===== config.mk =====
export PLATFORM = sky130hd
export DESIGN_NAME = operator_console_sequencer
export DESIGN_NICKNAME = d
export VERILOG_FILES = /design/src/rtl/ocs_pkg.sv /design/src/rtl/operator_console_sequencer.sv /design/src/rtl/ocs_core.sv /design/src/rtl/ocs_decode.sv
export SDC_FILE = /design/constraint.sdc
export NUM_CORES = 1
export LEC_CHECK = 0
export ABC_AREA = 1
export BUFFER_PORTS_ARGS = -buffer_cell sky130_fd_sc_hd__buf_2
export CAP_MARGIN = 20
export CORE_MARGIN = 4
export CORE_UTILIZATION = 25
export CTS_BUF_LIST = sky130_fd_sc_hd__clkbuf_4 sky130_fd_sc_hd__clkbuf_8 sky130_fd_sc_hd__clkbuf_16
export DETAILED_ROUTE_END_ITERATION = 6
export GPL_ROUTABILITY_DRIVEN = 1
export PLACE_DENSITY_LB_ADDON = 0.08
export SYNTH_ARGS = -nofsm -noshare
export SYNTH_HDL_FRONTEND = slang
export SYNTH_SLANG_ARGS = --single-unit

===== constraint.sdc =====
create_clock -name clk -period 7.7 [get_ports clk]
set_clock_uncertainty 0.05 [all_clocks]
set_input_delay 0.77 -clock clk [delete_from_list [all_inputs] [get_ports clk]]
set_output_delay 0.77 -clock clk [all_outputs]
set_load 0.1 [all_outputs]

===== src/rtl/ocs_pkg.sv =====
// Shared types, codes and small lookup functions for the operator console sequencer.
// Used by ocs_core, ocs_decode and operator_console_sequencer; no dependencies.
`default_nettype none

package ocs_pkg;

  localparam int WORD_DIGITS  = 10;
  localparam int ENTRY_DIGITS = (WORD_DIGITS < 10) ? WORD_DIGITS : 10;

  localparam int IN_W  = 56;
  localparam int OUT_W = 56;

  // Digit times.
  localparam logic [3:0] DT_SIGN = 4'd0;
  localparam logic [3:0] DT_TEN  = 4'd10;
  localparam logic [3:0] DT_GAP  = 4'd11;

  // Console command codes.
  localparam logic [4:0] CMD_NONE      = 5'd0;
  localparam logic [4:0] CMD_SW_PGM    = 5'd1;
  localparam logic [4:0] CMD_SW_HALF   = 5'd2;
  localparam logic [4:0] CMD_SW_CTRL   = 5'd3;
  localparam logic [4:0] CMD_SW_DISP   = 5'd4;
  localparam logic [4:0] CMD_SW_OVFL   = 5'd5;
  localparam logic [4:0] CMD_SW_ERR    = 5'd6;
  localparam logic [4:0] CMD_ENTRY     = 5'd7;
  localparam logic [4:0] CMD_ADDR      = 5'd8;
  localparam logic [4:0] CMD_XFER_KEY  = 5'd9;
  localparam logic [4:0] CMD_START_KEY = 5'd10;
  localparam logic [4:0] CMD_STOP_KEY  = 5'd11;
  localparam logic [4:0] CMD_PGM_RST   = 5'd12;
  localparam logic [4:0] CMD_COMP_RST  = 5'd13;
  localparam logic [4:0] CMD_ACC_RST   = 5'd14;
  localparam logic [4:0] CMD_ERR_RST   = 5'd15;
  localparam logic [4:0] CMD_ESR_RST   = 5'd16;
  localparam logic [4:0] CMD_CONSOLE   = 5'd17;

  // Pending flag bits.
  localparam int FL_POWER   = 0;
  localparam int FL_CONSOLE = 1;
  localparam int FL_PGM     = 2;
  localparam int FL_ACC     = 3;
  localparam int FL_ERR     = 4;
  localparam int FL_ESR     = 5;

  // Line register bits.
  localparam int LN_BUSY  = 0;
  localparam int LN_ERR   = 1;
  localparam int LN_ESR   = 2;
  localparam int LN_PGM   = 3;
  localparam int LN_ACC   = 4;
  localparam int LN_S8000 = 5;
  localparam int LN_R0000 = 6;
  localparam int LN_START = 7;
  localparam int LN_XFER  = 8;

  // Sequencer state codes.
  localparam logic [4:0] ST_IDLE = 5'd0;
  localparam logic [4:0] ST_PGM  = 5'd1;
  localparam logic [4:0] ST_ACC  = 5'd4;
  localparam logic [4:0] ST_ERR  = 5'd7;
  localparam logic [4:0] ST_ESR  = 5'd10;
  localparam logic [4:0] ST_XK1  = 5'd13;
  localparam logic [4:0] ST_XK2  = 5'd14;
  localparam logic [4:0] ST_PS   = 5'd15;
  localparam logic [4:0] ST_LAST = 5'd17;

  // Sequence groups.
  localparam logic [2:0] GRP_PGM   = 3'd0;
  localparam logic [2:0] GRP_ACC   = 3'd1;
  localparam logic [2:0] GRP_ERR   = 3'd2;
  localparam logic [2:0] GRP_ESR   = 3'd3;
  localparam logic [2:0] GRP_START = 3'd4;

  // Control switch positions.
  localparam logic [1:0] CTRL_ADDR_STOP = 2'd0;
  localparam logic [1:0] CTRL_RUN       = 2'd1;
  localparam logic [1:0] CTRL_MANUAL    = 2'd2;

  localparam logic [8:0]  SW_RESET   = 9'h012;
  localparam logic [15:0] ADDR_RESET = 16'h8000;

  // Console state as seen after one digit time.
  typedef struct packed {
    logic [8:0]  lines;
    logic [8:0]  sw;
    logic [15:0] addr;
    logic [40:0] entry;
  } ocs_view_t;

  typedef struct packed {
    logic [2:0] grp;
    logic [1:0] stage;
  } ocs_seq_pos_t;

  // Splits a sequence state into its group and the stage within it.
  function automatic ocs_seq_pos_t seq_pos(input logic [4:0] s);
    ocs_seq_pos_t p;
    unique case (s)
      5'd1:    p = '{GRP_PGM,   2'd0};
      5'd2:    p = '{GRP_PGM,   2'd1};
      5'd3:    p = '{GRP_PGM,   2'd2};
      5'd4:    p = '{GRP_ACC,   2'd0};
      5'd5:    p = '{GRP_ACC,   2'd1};
      5'd6:    p = '{GRP_ACC,   2'd2};
      5'd7:    p = '{GRP_ERR,   2'd0};
      5'd8:    p = '{GRP_ERR,   2'd1};
      5'd9:    p = '{GRP_ERR,   2'd2};
      5'd10:   p = '{GRP_ESR,   2'd0};
      5'd11:   p = '{GRP_ESR,   2'd1};
      5'd12:   p = '{GRP_ESR,   2'd2};
      5'd15:   p = '{GRP_START, 2'd0};
      5'd16:   p = '{GRP_START, 2'd1};
      5'd17:   p = '{GRP_START, 2'd2};
      default: p = '{GRP_START, 2'd2};
    endcase
    return p;
  endfunction

  // Line register bit driven by each sequence group.
  function automatic logic [3:0] seq_line(input logic [2:0] g);
    logic [3:0] b;
    unique case (g)
      GRP_PGM: b = 4'(LN_PGM);
      GRP_ACC: b = 4'(LN_ACC);
      GRP_ERR: b = 4'(LN_ERR);
      GRP_ESR: b = 4'(LN_ESR);
      default: b = 4'(LN_START);
    endcase
    return b;
  endfunction

endpackage

`default_nettype wire


===== src/rtl/operator_console_sequencer.sv =====
// Operator console sequencer, top level: stream ports, result register, assertions.
// The result item of an accepted input item is registered and shows on out_tvalid in the next cycle.
// Throughput: one item per cycle unless out_tready holds a full result register; state and result update together.
// A full result register still accepts an item when out_tready is high in that cycle.
// Reset (rst_n low, synchronous): power-on flag pending, busy set, switches at reset.
// Depends on ocs_pkg, ocs_core and ocs_decode.
`default_nettype none

module operator_console_sequencer
  import ocs_pkg::*;
(
  input  wire logic             clk,
  input  wire logic             rst_n,
  input  wire logic             in_tvalid,
  output logic                  in_tready,
  // [3:0] digit_time, [4] upper_wd, [5] restart_lvl, [10:6] command,
  // [13:11] switch_setting, [53:14] operand_digits, [54] operand_sign
  input  wire logic [IN_W-1:0]  in_tdata,
  output logic                  out_tvalid,
  input  wire logic             out_tready,
  // [0] busy_res, [6:1] reset_lines, [7] program_start, [8] transfer_pulse,
  // [29:9] switch_lines, [45:30] address_switch_digits, [49:46] entry_digit
  output logic [OUT_W-1:0]      out_tdata
);

  logic             accept;
  logic             out_valid_r;
  logic [OUT_W-1:0] out_data_r;
  ocs_view_t        view_nxt;

  logic        busy_res, program_start, transfer_pulse;
  logic [5:0]  reset_lines;
  logic [20:0] switch_lines;
  logic [15:0] address_switch_digits;
  logic [3:0]  entry_digit;

  assign in_tready = !out_valid_r || out_tready;
  assign accept    = in_tvalid && in_tready;

  ocs_core u_core (
    .clk            (clk),
    .rst_n          (rst_n),
    .step           (accept),
    .digit_time     (in_tdata[3:0]),
    .upper_wd       (in_tdata[4]),
    .restart_lvl    (in_tdata[5]),
    .command        (in_tdata[10:6]),
    .switch_setting (in_tdata[13:11]),
    .operand_digits (in_tdata[53:14]),
    .operand_sign   (in_tdata[54]),
    .view_nxt       (view_nxt)
  );

  ocs_decode u_decode (
    .view                  (view_nxt),
    .digit_time            (in_tdata[3:0]),
    .busy_res              (busy_res),
    .reset_lines           (reset_lines),
    .program_start         (program_start),
    .transfer_pulse        (transfer_pulse),
    .switch_lines          (switch_lines),
    .address_switch_digits (address_switch_digits),
    .entry_digit           (entry_digit)
  );

  always_ff @(posedge clk) begin
    if (!rst_n) begin
      out_valid_r <= 1'b0;
    end else if (accept) begin
      out_valid_r <= 1'b1;
    end else if (out_tready) begin
      out_valid_r <= 1'b0;
    end
  end

  always_ff @(posedge clk) begin
    if (accept) begin
      out_data_r <= {6'd0, entry_digit, address_switch_digits, switch_lines,
                     transfer_pulse, program_start, reset_lines, busy_res};
    end
  end

  assign out_tvalid = out_valid_r;
  assign out_tdata  = out_data_r;

  // An accepted item always leaves a result waiting in the next cycle.
  a_result_follows: assert property (@(posedge clk) disable iff (!rst_n)
    accept |=> out_tvalid)
    else $error("accepted item produced no result");

  // A command is latched only from an idle console with every line dropped.
  a_latch_quiet: assert property (@(posedge clk) disable iff (!rst_n)
    out_tvalid && !out_tdata[0] |-> out_tdata[8:1] == 8'd0)
    else $error("command latched while a line was active");

  // The program reset sequence raises either set 8000 or reset 0000, never both.
  a_pgm_line_choice: assert property (@(posedge clk) disable iff (!rst_n)
    out_tvalid |-> $countones(out_tdata[6:5]) <= 1)
    else $error("set 8000 and reset 0000 raised together");

  // The transfer pulse never overlaps a reset or start sequence.
  a_xfer_alone: assert property (@(posedge clk) disable iff (!rst_n)
    out_tvalid && out_tdata[8] |-> out_tdata[7:1] == 7'd0)
    else $error("transfer pulse overlaps another sequence");

endmodule

`default_nettype wire


===== src/rtl/ocs_core.sv =====
// Console state registers and the next-state logic for one digit time.
// Depends on ocs_pkg; gives the post-step view to ocs_decode.
`default_nettype none

module ocs_core
  import ocs_pkg::*;
(
  input  wire logic        clk,
  input  wire logic        rst_n,
  input  wire logic        step,
  input  wire logic [3:0]  digit_time,
  input  wire logic        upper_wd,
  input  wire logic        restart_lvl,
  input  wire logic [4:0]  command,
  input  wire logic [2:0]  switch_setting,
  input  wire logic [39:0] operand_digits,
  input  wire logic        operand_sign,
  output ocs_view_t        view_nxt
);

  logic [4:0]  seq_r,   seq_nxt;
  logic [4:0]  acmd_r,  acmd_nxt;
  logic [4:0]  qcmd_r,  qcmd_nxt;
  logic [2:0]  aset_r,  aset_nxt;
  logic [2:0]  qset_r,  qset_nxt;
  logic [40:0] aopd_r,  aopd_nxt;
  logic [40:0] qopd_r,  qopd_nxt;
  logic [5:0]  flags_r, flags_nxt;
  logic [8:0]  sw_r,    sw_nxt;
  logic [40:0] entry_r, entry_nxt;
  logic [15:0] addr_r,  addr_nxt;
  logic [8:0]  lines_r, lines_nxt;

  ocs_seq_pos_t pos;
  logic [3:0]   lbit;

  assign pos  = seq_pos(seq_r);
  assign lbit = seq_line(pos.grp);

  always_comb begin
    seq_nxt   = seq_r;
    acmd_nxt  = acmd_r;
    qcmd_nxt  = qcmd_r;
    aset_nxt  = aset_r;
    qset_nxt  = qset_r;
    aopd_nxt  = aopd_r;
    qopd_nxt  = qopd_r;
    flags_nxt = flags_r;
    sw_nxt    = sw_r;
    entry_nxt = entry_r;
    addr_nxt  = addr_r;
    lines_nxt = lines_r;

    if (seq_r == ST_IDLE) begin
      lines_nxt[LN_BUSY] = 1'b1;
      if (acmd_r == CMD_NONE) begin
        // Restart reset outranks every pending flag and blocks the latch.
        priority if (restart_lvl) begin
          flags_nxt[FL_PGM] = 1'b1;
          flags_nxt[FL_ACC] = 1'b1;
          flags_nxt[FL_ERR] = 1'b1;
        end else if (flags_r[FL_POWER]) begin
          flags_nxt = flags_r | 6'b111110;
          flags_nxt[FL_POWER] = 1'b0;
        end else if (flags_r[FL_CONSOLE]) begin
          flags_nxt[FL_CONSOLE] = 1'b0;
          sw_nxt    = SW_RESET;
          entry_nxt = '0;
          addr_nxt  = ADDR_RESET;
        end else if (flags_r[FL_PGM]) begin
          flags_nxt[FL_PGM] = 1'b0;
          seq_nxt = ST_PGM;
        end else if (flags_r[FL_ACC]) begin
          flags_nxt[FL_ACC] = 1'b0;
          seq_nxt = ST_ACC;
        end else if (flags_r[FL_ERR]) begin
          flags_nxt[FL_ERR] = 1'b0;
          seq_nxt = ST_ERR;
        end else if (flags_r[FL_ESR]) begin
          flags_nxt[FL_ESR] = 1'b0;
          seq_nxt = ST_ESR;
        end else begin
          acmd_nxt = qcmd_r;
          aset_nxt = qset_r;
          aopd_nxt = qopd_r;
          qcmd_nxt = command;
          qset_nxt = switch_setting;
          qopd_nxt = {operand_sign, operand_digits};
          lines_nxt[LN_BUSY] = 1'b0;
        end
      end else begin
        acmd_nxt = CMD_NONE;
        unique case (acmd_r)
          CMD_SW_PGM:    if (aset_r <= 3'd1) sw_nxt[0] = aset_r[0];
          CMD_SW_HALF:   if (aset_r <= 3'd1) sw_nxt[1] = aset_r[0];
          CMD_SW_CTRL:   if (aset_r <= 3'd2) sw_nxt[3:2] = aset_r[1:0];
          CMD_SW_DISP:   if (aset_r <= 3'd5) sw_nxt[6:4] = aset_r;
          CMD_SW_OVFL:   if (aset_r <= 3'd1) sw_nxt[7] = aset_r[0];
          CMD_SW_ERR:    if (aset_r <= 3'd1) sw_nxt[8] = aset_r[0];
          CMD_ENTRY:     entry_nxt = aopd_r;
          CMD_ADDR:      addr_nxt = aopd_r[15:0];
          CMD_XFER_KEY:  if (sw_r[3:2] == CTRL_MANUAL) seq_nxt = ST_XK1;
          CMD_START_KEY: seq_nxt = ST_PS;
          CMD_PGM_RST:   flags_nxt[FL_PGM] = 1'b1;
          CMD_COMP_RST: begin
            flags_nxt[FL_PGM] = 1'b1;
            flags_nxt[FL_ACC] = 1'b1;
            flags_nxt[FL_ERR] = 1'b1;
          end
          CMD_ACC_RST:   flags_nxt[FL_ACC] = 1'b1;
          CMD_ERR_RST:   flags_nxt[FL_ERR] = 1'b1;
          CMD_ESR_RST:   flags_nxt[FL_ESR] = 1'b1;
          CMD_CONSOLE:   flags_nxt[FL_CONSOLE] = 1'b1;
          // The program stop key and unused codes are dropped.
          default: ;
        endcase
      end
    end else if (seq_r == ST_XK1) begin
      lines_nxt[LN_XFER] = 1'b1;
      seq_nxt = ST_XK2;
    end else if (seq_r == ST_XK2) begin
      lines_nxt[LN_XFER] = 1'b0;
      seq_nxt = ST_IDLE;
    end else if (seq_r > ST_LAST) begin
      seq_nxt = ST_IDLE;
    end else begin
      unique case (pos.stage)
        2'd0: begin
          if (digit_time == DT_TEN && upper_wd) begin
            lines_nxt[lbit] = 1'b1;
            if (pos.grp == GRP_PGM) begin
              if (sw_r[3:2] == CTRL_ADDR_STOP || sw_r[3:2] == CTRL_RUN) begin
                lines_nxt[LN_S8000] = 1'b1;
              end else begin
                lines_nxt[LN_R0000] = 1'b1;
              end
            end
            seq_nxt = seq_r + 5'd1;
          end
        end
        2'd1: begin
          if (digit_time == DT_GAP && !upper_wd) seq_nxt = seq_r + 5'd1;
        end
        default: begin
          // Program and accumulator resets end only at x of the lower word.
          if (digit_time == DT_GAP &&
              (!(pos.grp == GRP_PGM || pos.grp == GRP_ACC) || !upper_wd)) begin
            lines_nxt[lbit] = 1'b0;
            if (pos.grp == GRP_PGM) begin
              lines_nxt[LN_S8000] = 1'b0;
              lines_nxt[LN_R0000] = 1'b0;
            end
            seq_nxt = ST_IDLE;
          end
        end
      endcase
    end
  end

  always_ff @(posedge clk) begin
    if (!rst_n) begin
      seq_r   <= ST_IDLE;
      acmd_r  <= CMD_NONE;
      qcmd_r  <= CMD_NONE;
      aset_r  <= '0;
      qset_r  <= '0;
      aopd_r  <= '0;
      qopd_r  <= '0;
      flags_r <= 6'(1 << FL_POWER);
      sw_r    <= SW_RESET;
      entry_r <= '0;
      addr_r  <= ADDR_RESET;
      lines_r <= 9'(1 << LN_BUSY);
    end else if (step) begin
      seq_r   <= seq_nxt;
      acmd_r  <= acmd_nxt;
      qcmd_r  <= qcmd_nxt;
      aset_r  <= aset_nxt;
      qset_r  <= qset_nxt;
      aopd_r  <= aopd_nxt;
      qopd_r  <= qopd_nxt;
      flags_r <= flags_nxt;
      sw_r    <= sw_nxt;
      entry_r <= entry_nxt;
      addr_r  <= addr_nxt;
      lines_r <= lines_nxt;
    end
  end

  assign view_nxt = '{lines: lines_nxt, sw: sw_nxt, addr: addr_nxt, entry: entry_nxt};

endmodule

`default_nettype wire


===== src/rtl/ocs_decode.sv =====
// Output decode: switch one-hot lines, reset line packing and the entry digit.
// Depends on ocs_pkg; fed by ocs_core with the state after the current step.
`default_nettype none

module ocs_decode
  import ocs_pkg::*;
(
  input  wire ocs_view_t   view,
  input  wire logic [3:0]  digit_time,
  output logic             busy_res,
  output logic [5:0]       reset_lines,
  output logic             program_start,
  output logic             transfer_pulse,
  output logic [20:0]      switch_lines,
  output logic [15:0]      address_switch_digits,
  output logic [3:0]       entry_digit
);

  logic       p, h, o, e;
  logic [1:0] c;
  logic [2:0] d;

  assign p = view.sw[0];
  assign h = view.sw[1];
  assign c = view.sw[3:2];
  assign d = view.sw[6:4];
  assign o = view.sw[7];
  assign e = view.sw[8];

  assign busy_res       = view.lines[LN_BUSY];
  assign reset_lines    = {view.lines[LN_R0000], view.lines[LN_S8000], view.lines[LN_ACC],
                           view.lines[LN_PGM], view.lines[LN_ESR], view.lines[LN_ERR]};
  assign program_start  = view.lines[LN_START];
  assign transfer_pulse = view.lines[LN_XFER];
  assign address_switch_digits = view.addr;

  always_comb begin
    switch_lines     = '0;
    switch_lines[0]  = !p;
    switch_lines[1]  = p;
    switch_lines[2]  = !h;
    switch_lines[3]  = h;
    switch_lines[4]  = (c == CTRL_ADDR_STOP);
    switch_lines[5]  = (c == CTRL_RUN);
    switch_lines[6]  = (c == CTRL_MANUAL);
    switch_lines[7]  = !o;
    switch_lines[8]  = o;
    switch_lines[9]  = !e;
    switch_lines[10] = e;
    switch_lines[11] = (d == 3'd0);
    switch_lines[12] = (d == 3'd1);
    switch_lines[13] = (d == 3'd2);
    switch_lines[14] = (d == 3'd3);
    switch_lines[15] = (d == 3'd4);
    switch_lines[16] = (d == 3'd5);
    switch_lines[17] = (d == 3'd4);
    switch_lines[18] = (d == 3'd5);
    switch_lines[19] = (d != 3'd4);
    switch_lines[20] = (d <= 3'd3);
  end

  always_comb begin
    entry_digit = '0;
    if (digit_time == DT_SIGN) begin
      entry_digit = {3'b000, view.entry[40]};
    end else begin
      for (int i = 1; i <= ENTRY_DIGITS; i++) begin
        if (digit_time == 4'(i)) entry_digit = view.entry[4*(i-1) +: 4];
      end
    end
  end

endmodule

`default_nettype wire


==> results_dict.tcl, run 1 <==
set metrics [dict create \
    yosys-top-cells-area "dfxtp_1 (35%), edfxtp_1 (13%), nor2_1 (7.7%)" \
    h-tree-depth 1 \
    rows 75 \
    synth-compound-area-share_pct 18.5 \
    synth.yosys.seq_area_share_pct 48.5 \
    synth_top_area_share_pct 35.2 \
    synth_most_common_cell "nor2_1" \
    synth_fa_ha_area_share_pct 0.926 \
    status "completed" \
    cts_buffer_depth 3 \
    die_w_um 216 \
    worst_pin_slew_ps 1020 \
    synthArstFlopShare_pct 0 \
    viasPerCell 4.34 \
    muxShareOfSynthArea_pct 0 \
    port_buffers 110 \
    holdWs_ps 376 \
    maxSlewHeadroom_pct 31.7 \
    clock.fmax_mhz 318 \
    clk_latency_ps 560 \
    chipHeight_um 216 \
    dp.cells 2020 \
    worstRegToRegCells 13 \
    cts_setup_buffers 0 \
    r2r_slack_ps 4550 \
    cts.sinks 238 \
    hold_viol_final 0 \
    synth-warning-count 0 \
    endpoint_kind "flop" \
    grt_pass1_vias 8737 \
    drc 0 \
    irDropWorstVdd_v 0.000159 \
    synth_area_mm2 0.0108 \
    initial_core_util_pct 25.5 \
    globalRouteOverflowTotal 0 \
    final_cells 2076 \
    synth_commonest_cells "nor2_1 (223), inv_1 (221), dfxtp_1 (190)" \
    nets 1543 \
    grt_use_total_pct 12.9 \
    antenna_found_initial 1 \
    max-cap-violations 0 \
    startpoint_type "flop" \
    vias 9006 \
    drt_iter0_markers 335 \
    worstPathArrival_ps 3380 \
    slew_viol_final 0 \
    synthSimpleGateAreaFrac_pct 20.0 \
    synth_top_family_by_area "simple AND/OR/NAND/NOR gates" \
    powerDensity_mw_per_mm2 314 \
    grt_max_degree 85 \
    finalPower_uw 4030 \
    startpoint "u_core.seq_r[0]" \
    cts_root_buffer "clkbuf_16" \
    synth-xor-area-share_pct 0.162 \
    fin_crit_ps 3150 \
    tns_ps 0 \
    place_congestion 0.772 \
    synth_area_per_cell_um2 7.74 \
    numCtsBuffers 30 \
    hpwl_mm 20.4 \
    routed_wl_mm 31.0 \
    ios 118 \
    r2r-end "out_tdata[47]" \
    dr.pass1.iters 4 \
    wl_per_cell_um 14.9 \
    period_share_pct 40.9 \
    p_leak_uw 0.00570 \
    grt_pass1_wl_mm 49.1 \
    drive_above_1_share_pct 15.1 \
    synth-main-ff-cell "dfxtp_1" \
    clk_pin_slew_ps 60 \
    ant_nets 0 \
    worstSetupPathType "flop to flop" \
    crit_path_max_fanout 25 \
    yosys.area.top_type "dfxtp_1" \
    ys_seq_elements 238 \
    cts_resized 0 \
    rsz0062_at_grt "no" \
    postCtsHoldBufs 0 \
    hold_path_class "primary input to flop" \
    antenna_cells 0 \
    die_area_mm2 0.0466 \
    synth_edf_count 48 \
    core_mm2 0.0423 \
    crit_required_ps 7930 \
    setup_viol 0 \
    hp-start "in_tdata[18]" \
    synthCells 1396 \
    cts_tree "yes" \
    holdPathStages 3 \
    area_delta_synth_final_pct 18.6 \
    hold_end "u_core.qopd_r[4]" \
    synth.distinct_cells 44 \
    timing.rr.start "u_core.seq_r[0]" \
]
final cells by class:
class,count,area [um^2]
Clock buffer,42,890
Clock inverter,14,158
Fill cell,4646,29500
Inverter,236,891
Multi-Input combinational cell,852,4310
Sequential cell,238,5250
Tap cell,577,722
Timing Repair Buffer,117,603
power breakdown:
part / switching (uW) / leakage (uW) / internal, uW
clock network: 565 / 0.000516 / 904
registers: 73.7 / 0.00202 / 1400
logic: 799 / 0.00317 / 280
metrics by stage:
| step | instance area [um^2] | setup WS [ps] | utilization (%) |
|---|---|---|---|
| CTS | 12800 | 4450 | 30.3 |
| floorplan | 10800 | 3510 | - |
| detailed placement | 11800 | 4170 | 27.8 |
| finish | 12800 | 4550 | 30.3 |
| global route | 12800 | 4270 | 30.3 |
| global placement | 11800 | 4140 | 27.8 |
flip-flops by register name (all words and copies together), names as in the netlist:
register / count
u_core.seq_r: 5
u_core.lines_r: 9
u_core.aopd_r: 41
u_core.qopd_r: 41
u_core.flags_r: 6
u_core.qset_r: 3
u_core.acmd_r: 5
u_core.pos: 5
u_core.addr_r: 16
u_core.entry_r: 41
u_core.sw_r: 9
u_core.qcmd_r: 5
out_tdata: 48
u_core.aset_r: 3
out_tvalid: 1
how the worst max path moves through the flow:
stage                          endpoint  slack, ps
after global placement    out_tdata[49]       4140
after global routing      out_tdata[48]       4270
after CTS                 out_tdata[48]       4450
after detailed placement  out_tdata[48]       4170
after floorplan            out_tdata[0]       3510
final                     out_tdata[47]       4550
cells by family after synthesis:
logic type | Yosys count
AO/OA/AOI/OAI | 341
XOR/XNOR | 2
adder cells (fa/ha/maj) | 8
buffers and inverters | 311
flip-flops | 238
other | 1
AND/OR/NAND/NOR | 495
per-layer routing:
layer	global-route usage, %	vias up	part of all wire, %
met3	2.12	46	3.3
met5	0	-	0.042
li1	-	4688	-
met1	17.6	4135	48
met2	21.5	135	46
met4	3.24	2	2.4
worst max-delay path, stage by stage (launching register included):
cell	delay [ps]
dfxtp_1	360
inv_1	150
ha_1	210
nand2_1	100
nor2_4	250
nand2_2	260
nand2_2	200
o21ai_4	160
inv_2	420
o22ai_1	200
nand2_1	100
nand4_1	150
nand2_1	110
nand4_1	120
placed cells by master, fill, tap and decap left out, types with 34 or more instances in the layout:
cell type	n
nor2_1	223
o22ai_1	34
buf_2	110
nand2_1	165
inv_1	220
dfxtp_1	190
nand3_1	57
a21oi_1	92
o21ai_0	127
a211oi_1	50
edfxtp_1	48
Power figures use the tool's default switching activity.
==> run 2, diff against run 1 <==
==> constraint.sdc (replaced) <==
create_clock -name clk -period 3.09 [get_ports clk]
set_clock_uncertainty 0.05 [all_clocks]
set_input_delay 0.309 -clock clk [delete_from_list [all_inputs] [get_ports clk]]
set_output_delay 0.309 -clock clk [all_outputs]
set_load 0.1 [all_outputs]
==> run 2 against run 1 <==
Via count increased by 2.4%. Clock power increased by 150%. Non-clock buffer count increased by 57. Wire length increased by 0.58%. Fmax increased by 14%. Core utilization increased by 1.3 points. Count of clock-buffer cells in the layout increased by 1. Combinational power increased to 2.5 times the previous value. Hold slack got worse by 350 ps. Critical path type unchanged.
==> results_dict.tcl, run 2 (synthesized netlist as in run 1, its figures left out) <==
set metrics [dict create \
    status "completed" \
    crit_required_ps 3480 \
    grt_pass1_wl_mm 50.0 \
    clk_pin_slew_ps 50 \
    r2r_slack_ps 340 \
    rows 75 \
    hold_path_class "primary input to flop" \
    clock.fmax_mhz 363 \
    nets 1600 \
    maxSlewHeadroom_pct 29.7 \
    r2r-end "u_core.pos[1]" \
    dp_slack_ps 255 \
    irDropWorstVdd_v 0.000351 \
    die_w_um 216 \
    antenna_found_initial 1 \
    initial_core_util_pct 25.5 \
    place_congestion 0.776 \
    max-cap-violations 0 \
    h-tree-depth 1 \
    timing.rr.start "u_core.seq_r[0]" \
    endpoint_kind "flop" \
    crit_path_max_fanout 7 \
    slew_viol_final 0 \
    worstRegToRegCells 19 \
    hold_end "u_core.qset_r[2]" \
    final_common_cell "nor2_1" \
    cp_slowest_stage_delay_ps 350 \
    ant_nets 0 \
    crit_chain "inv_1 > ha_1 > nand2_1 > nor2_4 > nand3_1 > nor2_1 > nor2_4 > nand2_2 > nand2_1 > nand2_1 > inv_1 > nor2_1 > ha_1 > nand2_2 > nand2_1 > nand2_1 > nand2_1 > nand2_1 > nand2_1" \
    finalInstanceArea_mm2 0.0134 \
    tns_ps 0 \
    vias 9226 \
    globalRouteOverflowTotal 0 \
    drive_above_1_share_pct 15.2 \
    post_dp_cell_area_mm2 0.0119 \
    die_area_mm2 0.0466 \
    setup_ws_ps 338 \
    setup_viol 0 \
    viasPerCell 4.33 \
    fin_crit_ps 2750 \
    port_buffers 110 \
    path_common_cell "nand2_1" \
    cts_root_buffer "clkbuf_16" \
    area_delta_synth_final_pct 23.7 \
    grt_pass1_vias 9100 \
    cpMaxStageDelayCell "dfxtp_2" \
    worstPathArrival_ps 3140 \
    cts_buffer_depth 3 \
    cts_setup_buffers 0 \
    worstSetupPathType "flop to flop" \
    numCtsBuffers 30 \
    cts.sinks 238 \
    period_share_pct 89.1 \
    powerDensity_mw_per_mm2 753 \
    wl_per_cell_um 14.6 \
    hold_viol_final 0 \
    rsz0062_at_grt "no" \
    grt_max_degree 85 \
    routed_wl_mm 31.1 \
    holdPathStages 3 \
    grt_use_total_pct 13.1 \
    hpwl_mm 20.9 \
    ios 118 \
    drt_iter0_markers 403 \
    core_mm2 0.0423 \
    startpoint_type "flop" \
    largest_register_ffs 48 \
    hp-start "in_tdata[13]" \
    dr.pass1.iters 5 \
    chipHeight_um 216 \
    clk_latency_ps 570 \
    cts_tree "yes" \
    worst_pin_slew_ps 1050 \
    p_leak_uw 0.00595 \
    most-common-layout-cells "nor2_1 (223), inv_1 (220), dfxtp_1 (188)" \
    drc 0 \
]
run 2: timing repair:
action | in CTS | in global routing
hold buffers | 47 | 0
endpoints found under the hold margin | 47 | 0
resized for setup | 0 | 1
endpoints found under the setup margin | 0 | 1
run 2: stage by stage:
stage / cells / util [%] / total power (uW) / hold slack, ps
after floorplan: 1401 / - / 5870 / 380
after global placement: 2030 / 28.0 / 6480 / 403
after detailed placement: 2030 / 28.0 / 6480 / 402
after CTS: 2130 / 31.6 / 10200 / 4.73
after global routing: 2131 / 31.6 / 10700 / 24.4
final: 2131 / 31.6 / 10100 / 25.3
run 2: worst max-delay path, delay by kind of cell (launching register included):
kind          cells  cell delay (ps)
simple gates     15             1550
fa+ha+maj         2              490
flops             1              350
buf+inv           2              210
run 2: worst max path at each step:
stage | from | to | slack (ps) | cells past startpoint
CTS | u_core.seq_r[0] | out_tdata[48] | 260 | 12
global placement | u_core.seq_r[0] | out_tdata[48] | 250 | 12
global route | u_core.seq_r[0] | u_core.pos[1] | 40 | 19
finish | u_core.seq_r[0] | u_core.pos[1] | 340 | 19
floorplan | out_tvalid | out_tdata[0] | 270 | 5
detailed placement | u_core.seq_r[0] | out_tdata[48] | 260 | 12
run 2: layout make-up:
class	count	area (um^2)
Tap cell	577	722
Inverter	236	891
Timing Repair Buffer	174	1160
Multi-Input combinational cell	852	4310
Clock inverter	10	159
Antenna cell	1	2.50
Clock buffer	43	867
Sequential cell	238	5250
Fill cell	4582	29000
run 2: metal layers:
| metal | wire [um] | up-vias | track usage (%) |
|---|---|---|---|
| li1 | - | 4834 | - |
| met1 | 15300 | 4209 | 17.9 |
| met2 | 14000 | 136 | 21.8 |
| met3 | 1120 | 47 | 2.31 |
| met4 | 711 | 0 | 3.11 |
| met5 | 0 | - | 0 |
run 2: power by group:
part | total [uW] | leakage, uW | switching (uW) | internal (uW)
Sequential | 3680 | 0.00202 | 182 | 3500
Clock | 3630 | 0.000516 | 1360 | 2270
Combinational | 2750 | 0.00342 | 1990 | 764
Total | 10100 | 0.00595 | 3530 | 6530
==> run 3, diff against run 2 <==
--- a/config.mk
+++ b/config.mk
@@ -9,7 +9,7 @@
 export BUFFER_PORTS_ARGS = -buffer_cell sky130_fd_sc_hd__buf_2
 export CAP_MARGIN = 20
 export CORE_MARGIN = 4
-export CORE_UTILIZATION = 25
+export CORE_UTILIZATION = 55
 export CTS_BUF_LIST = sky130_fd_sc_hd__clkbuf_4 sky130_fd_sc_hd__clkbuf_8 sky130_fd_sc_hd__clkbuf_16
 export DETAILED_ROUTE_END_ITERATION = 6
 export GPL_ROUTABILITY_DRIVEN = 1
==> run 3 against run 2 <==
First-iteration DRC count up 51%. Setup slack worse by 41 ps. Register-to-register slack worse by 40 ps. Largest power group unchanged.
==> results_dict.tcl, run 3 (synthesized netlist as in run 1, its figures left out) <==
set metrics [dict create \
    dp.cells 1713 \
    clock.fmax_mhz 358 \
    rows 51 \
    place_congestion 0.855 \
    cts_root_buffer "clkbuf_16" \
    irDropWorstVdd_v 0.000429 \
    powerDensity_mw_per_mm2 741 \
    fillers 1718 \
    hold_path_class "primary input to flop" \
    holdPathStages 3 \
    area_delta_synth_final_pct 18.1 \
    crit_required_ps 3320 \
    postCtsHoldBufs 46 \
    grt_pass1_wl_mm 40.8 \
    ios 118 \
    setup_ws_ps 297 \
    rsz0062_at_grt "no" \
    critical-path-top-delay-family "simple AND/OR/NAND/NOR gates" \
    worstRegToRegCells 12 \
    critPathCapture "out_tdata[49]" \
    drive_above_1_share_pct 14.5 \
    cts_resized 0 \
    chipHeight_um 148 \
    port_buffers 110 \
    cpMaxStageDelayCell "dfxtp_1" \
    most-common-layout-cells "nor2_1 (223), inv_1 (220), dfxtp_1 (189)" \
    core_mm2 0.0194 \
    cts.sinks 238 \
    crit_path_max_fanout 14 \
    endpoint_kind "flop" \
    setup_viol 0 \
    hpwl_mm 15.7 \
    initial_core_util_pct 55.7 \
    grt_use_total_pct 22.0 \
    cts_tree "yes" \
    viasPerCell 5.08 \
    startpoint_type "flop" \
    worst_pin_slew_ps 1000 \
    cts_setup_buffers 0 \
    globalRouteOverflowTotal 0 \
    r2r-end "out_tdata[49]" \
    ant_nets 0 \
    hold_viol_final 0 \
    r2r_slack_ps 300 \
    slew_viol_final 0 \
    period_share_pct 90.4 \
    worstPathArrival_ps 3020 \
    hp-start "in_tdata[12]" \
    final_util_pct 65.8 \
    wl_per_cell_um 13.6 \
    final_common_cell "nor2_1" \
    die_w_um 148 \
    dp_slack_ps 307 \
    clk_latency_ps 530 \
    tns_ps 0 \
    max-cap-violations 0 \
    drt_iter0_markers 609 \
    die_area_mm2 0.0220 \
    vias 9166 \
    grt_pass1_vias 8327 \
    largest_register_ffs 48 \
    crit_chain "inv_1 > ha_1 > nand2_1 > nor2_4 > nand2_2 > nand2_2 > o21ai_4 > inv_2 > o22ai_1 > or2_2 > nand2_1 > nand4_1" \
    multi_input_area_mm2 0.00431 \
    routed_wl_mm 24.5 \
    drc 0 \
    h-tree-depth 1 \
    maxSlewHeadroom_pct 33.1 \
    regArea_mm2 0.00525 \
    timing.rr.start "u_core.seq_r[0]" \
    final_cells 1806 \
    startpoint "u_core.seq_r[0]" \
    holdWs_ps 22.1 \
    clk_pin_slew_ps 60 \
    numCtsBuffers 25 \
    crit_cells 12 \
    cts_buffer_depth 3 \
    status "completed" \
    worst-path-buf-inv 2 \
    fin_crit_ps 2790 \
    antenna_found_initial 0 \
    dr.pass1.iters 7 \
    grt_max_degree 118 \
    cp_slowest_stage_delay_ps 350 \
    p_leak_uw 0.00584 \
    nets 1589 \
    worstSetupPathType "flop to flop" \
]
run 3: worst min-delay path by stage:
stage / end / slack (ps)
global placement: u_core.addr_r[15] / 400
detailed placement: u_core.aset_r[1] / 400
CTS: u_core.qset_r[1] / 10
global route: u_core.qset_r[1] / 40
finish: u_core.qset_r[1] / 20
floorplan: u_core.aopd_r[21] / 380
run 3: area by class of cell:
type	count	share of cell area, %
Clock inverter	20	1.76
Sequential cell	238	41.1
Inverter	236	6.97
Tap cell	265	2.60
Antenna cell	1	0.0196
Clock buffer	26	4.96
Timing Repair Buffer	168	8.82
Multi-Input combinational cell	852	33.8
run 3: where the power goes:
group | switching (uW) | total [uW] | leakage (uW) | internal (uW)
combinational | 1920 | 2670 | 0.00340 | 753
sequential | 181 | 3670 | 0.00202 | 3490
clock | 1270 | 3110 | 0.000424 | 1840
total | 3370 | 9460 | 0.00584 | 6090
run 3: metrics by stage:
| step | instance area, um^2 | power, uW |
|---|---|---|
| detailed placement | 11400 | 6350 |
| global route | 12800 | 9950 |
| global placement | 11400 | 6310 |
| floorplan | 10800 | 5870 |
| finish | 12800 | 9460 |
| CTS | 12800 | 9510 |
run 3: routing by layer:
layer	vias up	wire length, um	global-route usage (%)
met2	206	11400	36.0
met1	4130	11300	30.5
met4	0	620	5.87
li1	4789	-	-
met5	-	0	0
met3	41	1220	3.47
run 3: tightest hold or removal path, cell delays in order:
cell,delay [ps]
buf_2,100
nor2_1,100
a211oi_1,50
